==> config.mk <==
export PLATFORM = sky130hd
export DESIGN_NAME = joystick_deadzone_scale_median3_unit
export DESIGN_NICKNAME = d
export VERILOG_FILES = /design/src/rtl/jdsm_pkg.sv /design/src/rtl/jdsm_div.sv /design/src/rtl/jdsm_hist.sv /design/src/rtl/joystick_deadzone_scale_median3_unit.sv
export SDC_FILE = /design/constraint.sdc
export NUM_CORES = 1
export LEC_CHECK = 0
export BUFFER_PORTS_ARGS = -buffer_cell sky130_fd_sc_hd__buf_2
export CORE_MARGIN = 2
export CORE_UTILIZATION = 55
export CTS_CLUSTER_SIZE = 24
export DETAILED_ROUTE_END_ITERATION = 10
export GPL_TIMING_DRIVEN = 0
export PLACE_DENSITY = 0.73
export SETUP_SLACK_MARGIN = 0.4
export SLEW_MARGIN = 10
export SYNTH_ARGS = -nofsm -noshare
export SYNTH_HDL_FRONTEND = slang
export SYNTH_SLANG_ARGS = --single-unit
==> constraint.sdc <==
create_clock -name clk -period 17.45 [get_ports clk]
set_input_delay 2.6175 -clock clk [delete_from_list [all_inputs] [get_ports clk]]
set_output_delay 2.6175 -clock clk [all_outputs]
set_load 0.01 [all_outputs]
==> src/rtl/jdsm_pkg.sv <==
`timescale 1ns / 1ps
package jdsm_pkg;

  localparam int RAW_W     = 10;
  localparam int DROP_BITS = 2;
  localparam int CAL_W     = 8;
  localparam int DZ_W      = 7;
  localparam int ANGLE_W   = 8;
  localparam int IN_TDATA_W  = 16;
  localparam int OUT_TDATA_W = 16;

  localparam int CFG_IDX_W  = 3;
  localparam int CFG_DATA_W = 8;

  localparam logic [CFG_IDX_W-1:0] CFG_CAL_MIN   = 3'd0;
  localparam logic [CFG_IDX_W-1:0] CFG_CAL_MID   = 3'd1;
  localparam logic [CFG_IDX_W-1:0] CFG_CAL_MAX   = 3'd2;
  localparam logic [CFG_IDX_W-1:0] CFG_DEAD_BAND = 3'd3;

  localparam logic [CAL_W-1:0] CAL_MIN_RST   = 8'd0;
  localparam logic [CAL_W-1:0] CAL_MID_RST   = 8'd128;
  localparam logic [CAL_W-1:0] CAL_MAX_RST   = 8'd255;
  localparam logic [DZ_W-1:0]  DEAD_BAND_RST = 7'd4;

  localparam int ANGLE_FULL = 100;

  // Divider: 16-bit dividend, 8-bit divisor, two quotient bits per cycle
  localparam int DVD_W     = 16;
  localparam int DVS_W     = 8;
  localparam int DIV_STEPS = DVD_W / 2;
  localparam int DIV_CNT_W = $clog2(DIV_STEPS);

  typedef struct packed {
    logic             start;
    logic [DVD_W-1:0] dividend;
    logic [DVS_W-1:0] divisor;
  } div_req_t;

  typedef struct packed {
    logic             done;
    logic [DVD_W-1:0] quotient;
  } div_rsp_t;

endpackage

==> src/rtl/jdsm_div.sv <==
`timescale 1ns / 1ps
module jdsm_div (
  input  logic               clk,
  input  logic               rst_n,
  input  jdsm_pkg::div_req_t req,
  output jdsm_pkg::div_rsp_t rsp
);

  logic [jdsm_pkg::DVS_W-1:0]     rem_r, rem_nxt;
  logic [jdsm_pkg::DVD_W-1:0]     quo_r, quo_nxt;
  logic [jdsm_pkg::DVS_W-1:0]     dvs_r, dvs_nxt;
  logic [jdsm_pkg::DIV_CNT_W-1:0] cnt_r, cnt_nxt;
  logic                           busy_r, busy_nxt;
  logic                           done_r, done_nxt;

  logic [jdsm_pkg::DVS_W:0] t1, r1, t2, r2;
  logic                     ge1, ge2;

  // Two restoring steps per cycle: dividend bits shift out the top,
  // quotient bits shift in at the bottom.
  always_comb begin
    t1  = {rem_r, quo_r[jdsm_pkg::DVD_W-1]};
    ge1 = (t1 >= {1'b0, dvs_r});
    r1  = ge1 ? (t1 - {1'b0, dvs_r}) : t1;
    t2  = {r1[jdsm_pkg::DVS_W-1:0], quo_r[jdsm_pkg::DVD_W-2]};
    ge2 = (t2 >= {1'b0, dvs_r});
    r2  = ge2 ? (t2 - {1'b0, dvs_r}) : t2;
  end

  always_comb begin
    rem_nxt  = rem_r;
    quo_nxt  = quo_r;
    dvs_nxt  = dvs_r;
    cnt_nxt  = cnt_r;
    busy_nxt = busy_r;
    done_nxt = 1'b0;
    if (req.start) begin
      rem_nxt  = '0;
      quo_nxt  = req.dividend;
      dvs_nxt  = req.divisor;
      cnt_nxt  = '0;
      busy_nxt = 1'b1;
    end else if (busy_r) begin
      rem_nxt = r2[jdsm_pkg::DVS_W-1:0];
      quo_nxt = {quo_r[jdsm_pkg::DVD_W-3:0], ge1, ge2};
      cnt_nxt = cnt_r + 1'b1;
      if (cnt_r == jdsm_pkg::DIV_CNT_W'(jdsm_pkg::DIV_STEPS - 1)) begin
        busy_nxt = 1'b0;
        done_nxt = 1'b1;
      end
    end
  end

  always_ff @(posedge clk) begin
    if (!rst_n) begin
      busy_r <= 1'b0;
      done_r <= 1'b0;
      cnt_r  <= '0;
    end else begin
      busy_r <= busy_nxt;
      done_r <= done_nxt;
      cnt_r  <= cnt_nxt;
    end
  end

  always_ff @(posedge clk) begin
    rem_r <= rem_nxt;
    quo_r <= quo_nxt;
    dvs_r <= dvs_nxt;
  end

  assign rsp.done     = done_r;
  assign rsp.quotient = quo_r;

endmodule

==> src/rtl/jdsm_hist.sv <==
`timescale 1ns / 1ps
module jdsm_hist (
  input  logic                                clk,
  input  logic                                rst_n,
  input  logic                                push,
  input  logic signed [jdsm_pkg::ANGLE_W-1:0] angle,
  output logic signed [jdsm_pkg::ANGLE_W-1:0] med
);

  logic signed [jdsm_pkg::ANGLE_W-1:0] prev0_r, prev0_nxt;
  logic signed [jdsm_pkg::ANGLE_W-1:0] prev1_r, prev1_nxt;
  logic signed [jdsm_pkg::ANGLE_W-1:0] lo_a, hi_a, lo_b;

  // median = max(min(a, p0), min(max(a, p0), p1))
  always_comb begin
    lo_a = (angle < prev0_r) ? angle : prev0_r;
    hi_a = (angle > prev0_r) ? angle : prev0_r;
    lo_b = (hi_a < prev1_r) ? hi_a : prev1_r;
    med  = (lo_a > lo_b) ? lo_a : lo_b;
  end

  always_comb begin
    prev0_nxt = prev0_r;
    prev1_nxt = prev1_r;
    if (push) begin
      prev1_nxt = prev0_r;
      prev0_nxt = angle;
    end
  end

  always_ff @(posedge clk) begin
    if (!rst_n) begin
      prev0_r <= '0;
      prev1_r <= '0;
    end else begin
      prev0_r <= prev0_nxt;
      prev1_r <= prev1_nxt;
    end
  end

endmodule

==> src/rtl/joystick_deadzone_scale_median3_unit.sv <==
`timescale 1ns / 1ps
// Joystick axis conditioner: converter sample in, percent deflection out.
// Input stream: in_tdata[9:0] is the 10-bit converter reading; one beat per
// sample. The two low bits are dropped, the value is clamped to the
// calibrated range, centered, cut by the dead band and scaled to +-100.
// Output stream: one beat per input beat, filtered angle (median of three)
// in the low byte and the unfiltered angle in the high byte.
// Configuration: cfg_wr_en with cfg_index 0..3 writes cal_min, cal_mid,
// cal_max and dead_band; other indexes are ignored. Write only when idle.
// Path from the accepting edge to out_tvalid: setup, the divider steps,
// the divider flag, the result register. The divider is radix-4 serial;
// a new sample is taken only in idle, once the previous result has been
// emitted to the output register.
// The next sample is accepted while a result still waits in the output
// register; a stalled receiver holds that result, and the block then
// waits in its last step before overwriting it.
// Reset: calibration returns to 0 / 128 / 255 / 4, the two-sample history
// clears to zero and both streams go empty.
module joystick_deadzone_scale_median3_unit (
  input  logic                                 clk,
  input  logic                                 rst_n,
  input  logic                                 in_tvalid,
  output logic                                 in_tready,
  input  logic [jdsm_pkg::IN_TDATA_W-1:0]      in_tdata,   // [9:0] raw_sample
  output logic                                 out_tvalid,
  input  logic                                 out_tready,
  output logic [jdsm_pkg::OUT_TDATA_W-1:0]     out_tdata,  // [7:0] filtered_angle,
                                                           // [15:8] scaled_angle
  input  logic                                 cfg_wr_en,
  input  logic [jdsm_pkg::CFG_IDX_W-1:0]       cfg_index,
  input  logic [jdsm_pkg::CFG_DATA_W-1:0]      cfg_wdata
);

  localparam logic [1:0] S_IDLE = 2'd0;
  localparam logic [1:0] S_PREP = 2'd1;
  localparam logic [1:0] S_DIV  = 2'd2;
  localparam logic [1:0] S_DONE = 2'd3;

  logic [1:0] state_r, state_nxt;

  logic [jdsm_pkg::CAL_W-1:0] cal_min_r, cal_min_nxt;
  logic [jdsm_pkg::CAL_W-1:0] cal_mid_r, cal_mid_nxt;
  logic [jdsm_pkg::CAL_W-1:0] cal_max_r, cal_max_nxt;
  logic [jdsm_pkg::DZ_W-1:0]  dead_r, dead_nxt;

  logic [jdsm_pkg::CAL_W-1:0] samp_r, samp_nxt;
  logic                       neg_r, neg_nxt;
  logic                       zero_r, zero_nxt;

  logic                                 out_valid_r, out_valid_nxt;
  logic [jdsm_pkg::OUT_TDATA_W-1:0]     out_data_r, out_data_nxt;

  logic [jdsm_pkg::CAL_W-1:0] v_in, v_clamp;
  logic signed [9:0]          d, dz, dv;
  logic                       below, above;
  logic [jdsm_pkg::CAL_W-1:0] mag, dvs_mag;
  logic [jdsm_pkg::DVD_W-1:0] prod;

  logic [6:0]                          q_sat;
  logic signed [jdsm_pkg::ANGLE_W-1:0] angle, med;
  logic                                accept, emit;

  jdsm_pkg::div_req_t div_req;
  jdsm_pkg::div_rsp_t div_rsp;

  assign in_tready = (state_r == S_IDLE);
  assign accept    = in_tvalid && in_tready;
  assign emit      = (state_r == S_DONE) && (!out_valid_r || out_tready);

  // Clamp: the test against cal_min wins when calibration is inverted
  always_comb begin
    v_in = in_tdata[jdsm_pkg::RAW_W-1:jdsm_pkg::DROP_BITS];
    if (v_in < cal_min_r)      v_clamp = cal_min_r;
    else if (v_in > cal_max_r) v_clamp = cal_max_r;
    else                       v_clamp = v_in;
  end

  // Center, dead band, side span, and the magnitude times 100
  always_comb begin
    d     = $signed({2'b00, samp_r}) - $signed({2'b00, cal_mid_r});
    dz    = $signed({3'b000, dead_r});
    below = (d < -dz);
    above = (d > dz);
    if (below) begin
      mag = 8'(-(d + dz));
      dv  = $signed({2'b00, cal_mid_r}) - $signed({2'b00, cal_min_r});
    end else begin
      mag = 8'(d - dz);
      dv  = $signed({2'b00, cal_max_r}) - $signed({2'b00, cal_mid_r});
    end
    dvs_mag = dv[9] ? 8'(-dv) : 8'(dv);
    prod    = ({8'd0, mag} << 6) + ({8'd0, mag} << 5) + ({8'd0, mag} << 2);
  end

  assign div_req.start    = (state_r == S_PREP);
  assign div_req.dividend = prod;
  assign div_req.divisor  = dvs_mag;

  jdsm_div u_div (
    .clk   (clk),
    .rst_n (rst_n),
    .req   (div_req),
    .rsp   (div_rsp)
  );

  // Saturate the magnitude, then apply the sign or force a zero angle
  always_comb begin
    if (div_rsp.quotient > jdsm_pkg::DVD_W'(jdsm_pkg::ANGLE_FULL))
      q_sat = 7'(jdsm_pkg::ANGLE_FULL);
    else
      q_sat = div_rsp.quotient[6:0];
    if (zero_r)     angle = '0;
    else if (neg_r) angle = -$signed({1'b0, q_sat});
    else            angle = $signed({1'b0, q_sat});
  end

  jdsm_hist u_hist (
    .clk   (clk),
    .rst_n (rst_n),
    .push  (emit),
    .angle (angle),
    .med   (med)
  );

  always_comb begin
    state_nxt     = state_r;
    samp_nxt      = samp_r;
    neg_nxt       = neg_r;
    zero_nxt      = zero_r;
    out_valid_nxt = out_valid_r;
    out_data_nxt  = out_data_r;
    if (out_valid_r && out_tready) out_valid_nxt = 1'b0;
    case (state_r)
      S_IDLE: begin
        if (accept) begin
          samp_nxt  = v_clamp;
          state_nxt = S_PREP;
        end
      end
      S_PREP: begin
        neg_nxt   = below ^ dv[9];
        zero_nxt  = !(below || above) || (dv == 10'sd0);
        state_nxt = S_DIV;
      end
      S_DIV: begin
        if (div_rsp.done) state_nxt = S_DONE;
      end
      S_DONE: begin
        // hold here until the output register is free
        if (emit) begin
          out_valid_nxt = 1'b1;
          out_data_nxt  = {angle, med};
          state_nxt     = S_IDLE;
        end
      end
      default: state_nxt = S_IDLE;
    endcase
  end

  always_comb begin
    cal_min_nxt = cal_min_r;
    cal_mid_nxt = cal_mid_r;
    cal_max_nxt = cal_max_r;
    dead_nxt    = dead_r;
    if (cfg_wr_en) begin
      case (cfg_index)
        jdsm_pkg::CFG_CAL_MIN:   cal_min_nxt = cfg_wdata;
        jdsm_pkg::CFG_CAL_MID:   cal_mid_nxt = cfg_wdata;
        jdsm_pkg::CFG_CAL_MAX:   cal_max_nxt = cfg_wdata;
        jdsm_pkg::CFG_DEAD_BAND: dead_nxt    = cfg_wdata[jdsm_pkg::DZ_W-1:0];
        default: ;
      endcase
    end
  end

  always_ff @(posedge clk) begin
    if (!rst_n) begin
      state_r     <= S_IDLE;
      out_valid_r <= 1'b0;
      cal_min_r   <= jdsm_pkg::CAL_MIN_RST;
      cal_mid_r   <= jdsm_pkg::CAL_MID_RST;
      cal_max_r   <= jdsm_pkg::CAL_MAX_RST;
      dead_r      <= jdsm_pkg::DEAD_BAND_RST;
    end else begin
      state_r     <= state_nxt;
      out_valid_r <= out_valid_nxt;
      cal_min_r   <= cal_min_nxt;
      cal_mid_r   <= cal_mid_nxt;
      cal_max_r   <= cal_max_nxt;
      dead_r      <= dead_nxt;
    end
  end

  always_ff @(posedge clk) begin
    samp_r     <= samp_nxt;
    neg_r      <= neg_nxt;
    zero_r     <= zero_nxt;
    out_data_r <= out_data_nxt;
  end

  assign out_tvalid = out_valid_r;
  assign out_tdata  = out_data_r;

  a_accept_to_prep: assert property (@(posedge clk) disable iff (!rst_n)
    accept |=> (state_r == S_PREP))
    else $error("accepted beat did not start setup");

  a_done_in_div: assert property (@(posedge clk) disable iff (!rst_n)
    div_rsp.done |-> (state_r == S_DIV))
    else $error("divider finished outside the divide step");

  a_scaled_range: assert property (@(posedge clk) disable iff (!rst_n)
    out_valid_r |-> ($signed(out_data_r[15:8]) <= 8'sd100 &&
                     $signed(out_data_r[15:8]) >= -8'sd100))
    else $error("scaled angle out of range");

  a_emit_fills_out: assert property (@(posedge clk) disable iff (!rst_n)
    emit |=> (out_valid_r && state_r == S_IDLE))
    else $error("finished result was not registered");

endmodule
# == Yosys cells after proc, flatten, opt, wreduce, memory -nomap -nowiden ==
# Cells that the tools add are included.
# op_classes
add_sub_neg,14
multipliers,0
n_div,0
magnitude_cmp,11
eq_ne,10
shift,0
muxes,27
bitwise_logic,3
n_reduce_logical,21
# ops
cell,n
$mux W8,12
$mux W16,2
$sub A8 B8 Y9,3
$gt A8 B8 Y1,3
$lt A8 B8 Y1,3
$sub A8 B8 Y8,3
$ge A9 B8 Y1,2
$add A15 B10 Y16,1
$gt A16 B7 Y1 const B,1
$neg A8 Y8,2
$add A14 B13 Y15,1
$reduce_and A2 Y1,6
$logic_not A10 Y1,1
$lt A9 B10 Y1,1
$mux W10,1
$neg A7 Y10,1
$gt A9 B8 Y1,1
$add A8 B8 Y8,1
$neg A7 Y8,1
$pmux W2 S4,1
$mux W1,7
$mux W7,1
$eq A3 B2 Y1 const B,2
$mux W2,3
other kinds (18),26
# word_totals
regBits,113
latchBits,0
ram_bits,0
mem_bits_ro,0
input_bits,32
output_inout_bits,18
mem_count,0

# == Longest topological paths before layout ==
# Gate-level depths: netlist (run 1).
# logic_depth
depth_word,11
depth_mapped,33
depth_no_buf,31

# == Cells and area by module ==
# A second synthesis (run 1) with hierarchy kept.
# unflattened
hier_cells,1086
hier_area_um2,9889.5
# by_module_without_submodules
mod,instances,cells_each,area_each_um2,seq_area_each_um2
joystick_deadzone_scale_median3_unit,1,668,5753.0,1461.4
jdsm_div,1,220,2346.0,980.9
jdsm_hist,1,198,1790.5,320.3

# == Least setup slack after synthesis (run 1) ==
# No wires, ideal clock.
# synth_path
kind,register -> register
from,register u_div.quo_r[11] in the netlist's numbering
to,register out_data_r (netlist bit out_tdata[4]) (data pin)
setup_ns,0.158
t_arrival_ns,7.082
t_required_ns,17.292
slack_ns,10.210
path_stages_with_launch,32
n_path_buf,1
period_less_slack_ns,7.240
cell_sequence,edfxtp_1 -> nor3_2 -> nand4_2 -> nor2_2 -> nand2_1 -> ha_1 -> nor3b_1 -> and4b_1 -> a211o_1 -> nor3_1 -> ha_1 -> a211oi_1 -> nand4_1 -> nand2_1 -> mux2_2 -> ha_1 -> a21o_1 -> a21o_1 -> a2111oi_0 -> o21ai_0 -> nor3_1 -> o21ai_0 -> and2_1 -> ha_1 -> nor2b_1 -> o21a_1 -> o21ai_0 -> a211oi_1 -> nor2_1 -> clkbuf_1 -> nand2_1 -> o211ai_1
# synth_via
elab_chain_len,11
word_cells_on_any_way,13
# synth_rtl
element,line,source
start: declaration,jdsm_div.sv:10,"logic [jdsm_pkg::DVD_W-1:0] quo_r, quo_nxt;"
start signal: assignment,jdsm_div.sv:68,quo_r <= quo_nxt;
$gt A16 B7 Y1 (*),joystick_deadzone_scale_median3_unit.sv:108,if (div_rsp.quotient > jdsm_pkg::DVD_W'(jdsm_pkg::ANGLE_FULL))
$mux W7 (*),joystick_deadzone_scale_median3_unit.sv:108,
$neg A7 Y8,joystick_deadzone_scale_median3_unit.sv:113,"else if (neg_r) angle = -$signed({1'b0, q_sat});"
$mux W8 (*),joystick_deadzone_scale_median3_unit.sv:113,
$mux W8 (*),joystick_deadzone_scale_median3_unit.sv:112,if (zero_r) angle = '0;
"net angle, one bit",joystick_deadzone_scale_median3_unit.sv:60,"logic signed [jdsm_pkg::ANGLE_W-1:0] angle, med;"
$gt A8 B8 Y1,jdsm_hist.sv:17,hi_a = (angle > prev0_r) ? angle : prev0_r;
$mux W8,jdsm_hist.sv:17,
$lt A8 B8 Y1,jdsm_hist.sv:18,lo_b = (hi_a < prev1_r) ? hi_a : prev1_r;
$mux W8,jdsm_hist.sv:18,
$gt A8 B8 Y1,jdsm_hist.sv:19,med = (lo_a > lo_b) ? lo_a : lo_b;
$mux W8 (*),jdsm_hist.sv:19,
"net med, one bit",joystick_deadzone_scale_median3_unit.sv:60,
end signal: assignment,joystick_deadzone_scale_median3_unit.sv:198,out_data_r <= out_data_nxt;
end: declaration,joystick_deadzone_scale_median3_unit.sv:51,"logic [jdsm_pkg::OUT_TDATA_W-1:0] out_data_r, out_data_nxt;"
# The timed path passes the listed nets; every way through them passes the cells marked *.
# A chain may end at the register's enable or synchronous reset.

# == Worst setup path after layout (run 1) ==
# Ends and elaborated chain as after synthesis.

==> reports/metrics.cfg, run 1 <==
[status]
status=complete, no violations

[yosys]
syn_area_per_cell_um2=8.83
synth_cell_types=77
netlist_area_mm2=0.00986
synth_warnings=0
synth_top_area_share_pct=16.6
synthCells=1117
synth_fp_nets=1292
synth_edf_count=50
synth-async-reset-ratio_pct=0
ys.flop_type=dfxtp_1
synth-seq-area-share_pct=28.0
synth_common_cells=ha_1, nand2_1, inv_1
synth_most_common_cell=ha_1
synth.area.top_cells=ha_1, edfxtp_1, dfxtp_1
yosys.area.top_type=ha_1
synth-seq-cells=113

[floorplanning]
initial_utilization_pct=56.6
rows=48
dieArea_mm2=0.0190
die-width_um=138
pin_count=50
die_height_um=138
core-area_mm2=0.0174

[cts]
max-clock-path-buffers=2
clk_pin_slew_ps=60
htreeDepth=4
clkLatencyLatePin_ps=430
cts_tree=yes
clkSinkCount=113
cts_buffers=17
cts-resized-gates=0
postCtsSetupBuffers=0
hold_buffers=0
cts-root-buf=clkbuf_16

[final_layout]
areaGrowthSynthToFinish_pct=11.2
multi_input_area_mm2=0.00656
fill_cells=1496
antennaDiodeCount=0
drive_gt1_share_pct=11.5
regArea_mm2=0.00276
nNetsFinal=1352

[setup_path]
cp_top_family=simple AND/OR/NAND/NOR gates
critPathArrivalTime_ps=9440
required_ps=17680
reg2reg_from=u_div.quo_r[11]
critPathBufInv=1
critical_path_class=reg -> reg
cpPeakStageDelay_ps=680
cp-end-kind=register
crit_top_cell=ha_1
critPathSlowestCell=nor3_1
critPathLaunchType=register
cp_max_fo=10
worstSetupStartpoint=u_div.quo_r[11]

[routing]
vias_per_cell=5.79
vias=8191
dr.pass1.iters=5
drc=0
drtAntennaViolNets=0
routed_wl_um=23600
drtIter0Drc=400
wl_per_cell_um=16.7

[timing]
tns_ps=0
hold_violations=0
max_freq_mhz=109
finalSetupViolCount=0
maxSlewHeadroom_pct=29.9
worstMarginPinSlew_ps=1050
finalCriticalPeriod_ps=9200
fin_crit_sh_pct=52.7
drv_slew=0
rsz0062_at_grt=no
skew_ps=14.0

[placed_design]
place_congestion=0.917
dpl.hpwl_um=18700
port_buffers=41

[grt]
overflow=0
grtUsageTotal_pct=26.1
antenna_found_initial=0
grt_max_degree=26
first_global_vias=8027
grt_first_pass_wirelength_um=38800

[min_path]
worstHoldStart=cal_min_r[2]
holdCritPathClass=reg -> reg

[job]
cap_viol_max_count=0

[through the flow]
stage	util, %	area, um2	setup WS, ps	instances	hold WS [ps]
after CTS	63.0	11000	8430	1415	463
after global routing	63.0	11000	7530	1415	494
after detailed placement	59.4	10300	8500	1383	456
final	63.0	11000	8250	1415	463
after global placement	59.4	10300	8570	1383	454
after floorplan	-	9860	10210	1117	443
[routing by layer]
metal / track usage, % / part of all wire [%] / wire (um) / up-vias
li1: - / - / - / 4126
met1: 34.2 / 48 / 11200 / 3844
met2: 43.5 / 46 / 11000 / 186
met3: 5.85 / 4.6 / 1080 / 35
met4: 6.86 / 1.5 / 361 / 0
met5: 0 / 0 / 0 / -
[placed cells by master (no fill, tap or decap), types with 27 or more instances in the layout]
cell type and n:
a21oi_1 57, nand2_1 115, buf_2 43, nor2_1 78
ha_1 131, a21o_1 27, dfxtp_1 63, inv_1 106
o21ai_0 39, edfxtp_1 50, mux2i_1 40, a21boi_0 37
[kinds of logic (layout without fill, tap and decap cells)]
logic type	after synthesis	after routing	share of synthesized area, %
AO/OA/AOI/OAI	280	280	19.7
XOR/XNOR	42	42	3.73
adder cells (fa/ha/maj)	143	143	19.1
buffers and inverters	136	209	5.52
flip-flops	113	113	28.0
multiplexers	69	69	7.52
AND/OR/NAND/NOR	334	334	16.5
[path summary, 6_finish.rpt]
| path | endpoint | slack [ps] | cells past startpoint |
|---|---|---|---|
| max reg2reg | out_tdata[4] | 8250 | 31 |
| min | cal_min_r[2] | 460 | 2 |
| min reg2reg | cal_min_r[2] | 460 | 2 |
| max | out_tdata[4] | 8250 | 31 |
[worst reg2reg max path, delay by kind of cell (launching register included)]
family | cells | cell delay [ps]
flip-flops | 1 | 420
multiplexers | 1 | 410
AND/OR/NAND/NOR | 14 | 3990
buffers and inverters | 1 | 420
adder cells (fa/ha/maj) | 4 | 1170
AO/OA/AOI/OAI | 11 | 2610
[final cells by class]
cell class / count / share of cell area, %
multi-input combinational: 868 / 59.8
sequential: 113 / 25.2
clock buffer: 26 / 5.33
inverter: 108 / 3.70
tap: 225 / 2.57
timing repair buffer: 41 / 1.87
buffer: 28 / 1.28
clock inverter: 6 / 0.308
Power of run 1 is not shown: default switching activity piles up to over one toggle a cycle in this logic, so the estimate is an artifact.
==> run 2: changes to the inputs <==
Settings changed: PLACE_DENSITY 0.73 to 0.76.
Clock period 17.45 ns to 7.7 ns, I/O delays scaled along.
==> reports/metrics.cfg, run 2 (synthesized netlist as in run 1, its figures left out) <==
[final_layout]
layout_common_cells=ha_1, nand2_1, inv_1
drive_gt1_share_pct=14.2
nNetsFinal=1366
fill_cells=1469
layout_commonest_cell=ha_1
design_area_mm2=0.0113
areaGrowthSynthToFinish_pct=14.5
utilization_pct=64.8
antennaDiodeCount=0

[routing]
drtAntennaViolNets=0
drtIter0Drc=549
vias=8318
dr.pass1.iters=5
drc=0
vias_per_cell=5.82
routed_wl_um=24100
wl_per_cell_um=16.9

[status]
status=complete, no violations

[grt]
grt_first_pass_wirelength_um=38300
grt_max_degree=26
overflow=0
antenna_found_initial=0
first_global_vias=7928
grtUsageTotal_pct=25.8

[timing]
finalSetupViolCount=0
finalCriticalPeriod_ps=7090
worstMarginPinSlew_ps=1050
max_freq_mhz=141
maxSlewHeadroom_pct=29.9
skew_ps=10.2
drv_slew=0
tns_ps=0
hold_violations=0
fin_crit_sh_pct=92.0
rsz0062_at_grt=no

[cts]
htreeDepth=4
clk_pin_slew_ps=50
max-clock-path-buffers=2
cts-root-buf=clkbuf_16
cts_tree=yes
clkSinkCount=113
clkLatencyLatePin_ps=420
cts_buffers=17

[floorplanning]
pin_count=50
core-area_mm2=0.0174
die-width_um=138
die_height_um=138
dieArea_mm2=0.0190
initial_utilization_pct=56.6
rows=48

[setup_path]
required_ps=7840
critical_path_class=reg -> reg
cp-end-kind=register
r2r_slack_ps=610
worstSetupStartpoint=u_div.quo_r[8]
critPathLaunchType=register
cp_max_fo=9
critPathBufInv=3
cp_top_family=simple AND/OR/NAND/NOR gates
cpPeakStageDelay_ps=430
critPathArrivalTime_ps=7230
critPathSlowestCell=edfxtp_1
reg2reg_from=u_div.quo_r[8]

[min_path]
worstHoldStart=cal_min_r[4]
holdCritPathClass=reg -> reg

[placed_design]
place_congestion=0.917
postPlaceCellArea_mm2=0.0103
port_buffers=41
dpl.hpwl_um=18500

[job]
cap_viol_max_count=0

==> run 2: cell types whose count changed in the layout (fill, tap and decap cells not counted), sizes merged <==
cell      change
buf          +14
bufinv        +4
clkbuf        -2
clkinvlp      -1
inv           -1
==> run 2: path summary, 6_finish.rpt <==
path,end,depth (start not counted)
worst min register to register,cal_min_r[4],2
worst max register to register,out_tdata[4],33
worst max-delay path,out_tdata[4],33
worst min-delay path,cal_min_r[4],2
==> run 2: worst reg2reg max path: cells and delay by family, from the launching register on <==
family                   cells  cell delay [ps]
AO/OA/AOI/OAI               12             2210
buffers and inverters        3              500
multiplexers                 1              350
flip-flops                   1              430
adder cells (fa/ha/maj)      4             1000
AND/OR/NAND/NOR             13             2350
==> run 2: metal layers <==
layer | wire (um) | up-vias | GRT usage [%]
met1 | 11200 | 3910 | 34.2
met3 | 1240 | 37 | 4.68
li1 | - | 4151 | -
met4 | 457 | 0 | 8.22
met5 | 0 | - | 0
met2 | 11200 | 220 | 42.7
==> run 2: layout make-up <==
cell class                 count  area, um2  area share, %
multi-input combinational    868       6720           59.5
tap                          225        282           2.49
buffer                        28        144           1.27
sequential                   113       2760           24.5
inverter                     108        405           3.59
timing repair buffer          55        310           2.75
clock buffer                  24        526           4.65
clock inverter                 8        143           1.26
==> run 2: through the flow <==
step	cells	setup WS, ps	hold WS, ps
global route	1429	370	495
detailed placement	1383	-1260	458
global placement	1383	-1130	453
floorplan	1117	460	443
CTS	1417	405	467
finish	1429	614	464
==> run 2: timing repair <==
item,4_1_cts,5_1_grt
setup endpoints to repair,8,8
pin swaps,2,12
hold buffers,0,0
endpoints found under the hold margin,0,0
buffers inserted,2,12
gates resized for setup,13,24
Power of run 2 is left out for the same reason.
==> run 3: changes to the inputs <==
Settings changed: ABC_AREA set to 1.
==> reports/metrics.cfg, run 3 <==
[status]
status=complete, no violations

[timing]
rsz0062_at_grt=no
worstMarginPinSlew_ps=798
maxSlewHeadroom_pct=46.7
hold_violations=0
finalCriticalPeriod_ps=6670
fin_crit_sh_pct=86.7
drv_slew=0
tns_ps=0
skew_ps=12.2
max_freq_mhz=150
finalSetupViolCount=0

[floorplanning]
die_height_um=134
initial_utilization_pct=56.1
pin_count=50
die-width_um=134
dieArea_mm2=0.0179
rows=47
core-area_mm2=0.0165

[placed_design]
port_buffers=40
dpl.hpwl_um=16600
place_congestion=0.879

[final_layout]
fill_cells=1437
areaGrowthSynthToFinish_pct=11.4
antennaDiodeCount=0
layout_common_cells=inv_1, nand2_1, ha_1
regArea_mm2=0.00276
layout_commonest_cell=inv_1
drive_gt1_share_pct=10.1
nNetsFinal=1435
multi_input_area_mm2=0.00559

[yosys]
synth_warnings=0
syn_area_per_cell_um2=7.72
synth.area.top_cells=ha_1, edfxtp_1, dfxtp_1
synth_common_cells=inv_1, nand2_1, ha_1
synth_edf_count=50
synth_cell_types=49
synth_fp_nets=1376
synth-seq-cells=113
yosys.area.top_type=ha_1
synthCells=1201
synth-seq-area-share_pct=29.8
synth_most_common_cell=inv_1
netlist_area_mm2=0.00928
ys.flop_type=dfxtp_1
synth-async-reset-ratio_pct=0
synth_top_area_share_pct=17.7

[setup_path]
crit_top_cell=nand2_1
critPathLaunchType=register
cp_max_fo=10
cp-end-kind=register
critPathSlowestCell=edfxtp_1
critPathArrivalTime_ps=6960
critical_path_class=reg -> reg
critPathBufInv=7
required_ps=7980
cpPeakStageDelay_ps=430
cp_top_family=simple AND/OR/NAND/NOR gates

[job]
cap_viol_max_count=0

[cts]
max-clock-path-buffers=2
clk_pin_slew_ps=60
cts-root-buf=clkbuf_16
clkLatencyLatePin_ps=430
htreeDepth=4
hold_buffers=0
cts-resized-gates=0
postCtsSetupBuffers=0
cts_tree=yes
cts_buffers=17
clkSinkCount=113

[routing]
vias=7890
drtAntennaViolNets=0
dr.pass1.iters=6
drc=0
vias_per_cell=5.28
drtIter0Drc=549
routed_wl_um=21400
wl_per_cell_um=14.3

[grt]
antenna_found_initial=0
grt_max_degree=26
grt_first_pass_wirelength_um=35700
first_global_vias=7642
grtUsageTotal_pct=24.9
overflow=0

[min_path]
holdCritPathClass=reg -> reg

[run 3: changes by cell type in the layout (fill, tap and decap cells not counted), moves of 40 or more]
cell	previous run	this run
mux2i_1	40	0
inv_1	106	202
nand2_1	113	181
o21ai_0	36	80
a21oi_1	56	110
nand3_1	18	58
[run 3: cell type report]
cell class / count / share of cell area, %
multi-input cells: 847 / 54.1
flip-flops and latches: 113 / 26.7
inverters: 216 / 7.85
clock buffers: 19 / 4.60
well taps: 220 / 2.66
repair buffers: 40 / 1.94
plain buffers: 25 / 1.14
clock inverters: 13 / 0.945
[run 3: cell families (layout without fill, tap and decap cells)]
kind of cell	Yosys count	count (layout)	synth area share [%]
DFF	113	113	29.8
AOI/OAI and AO/OA	281	281	17.1
buffers and inverters	241	313	9.99
and+or+nand+nor	374	374	18.3
adders and majority gates	143	143	20.3
xor gates and xnor gates	49	49	4.63
[run 3: worst paths after layout]
| check | startpoint | to | slack, ps | cells after the start |
|---|---|---|---|---|
| max | u_div.quo_r[4] | out_tdata[3] | 1030 | 40 |
| min | u_hist.prev0_r[2] | u_hist.prev0_r[2] | 470 | 2 |
| max reg2reg | u_div.quo_r[4] | out_tdata[3] | 1030 | 40 |
| min reg2reg | u_hist.prev0_r[2] | u_hist.prev0_r[2] | 470 | 2 |
[run 3: stage by stage]
stage | cells | utilization, % | hold slack, ps | setup slack (ps) | area, um2
finish | 1493 | 62.5 | 469 | 1030 | 10300
CTS | 1493 | 62.5 | 471 | 848 | 10300
detailed placement | 1461 | 59.0 | 462 | 919 | 9750
floorplan | 1201 | - | 440 | 1840 | 9280
global route | 1493 | 62.5 | 489 | 441 | 10300
global placement | 1461 | 59.0 | 453 | 1030 | 9750
[run 3: routing by layer]
metal / wire length, um / track usage [%]
met1: 10200 / 34.7
met2: 9510 / 39.4
met3: 1260 / 4.72
met4: 372 / 7.68
met5: 0 / 0
[run 3: worst min-delay path, stage by stage (launching register included)]
cell and delay (ps):
dfxtp_1 300, nand2_1 60, a21oi_1 60
Power of run 3 is left out for the same reason.
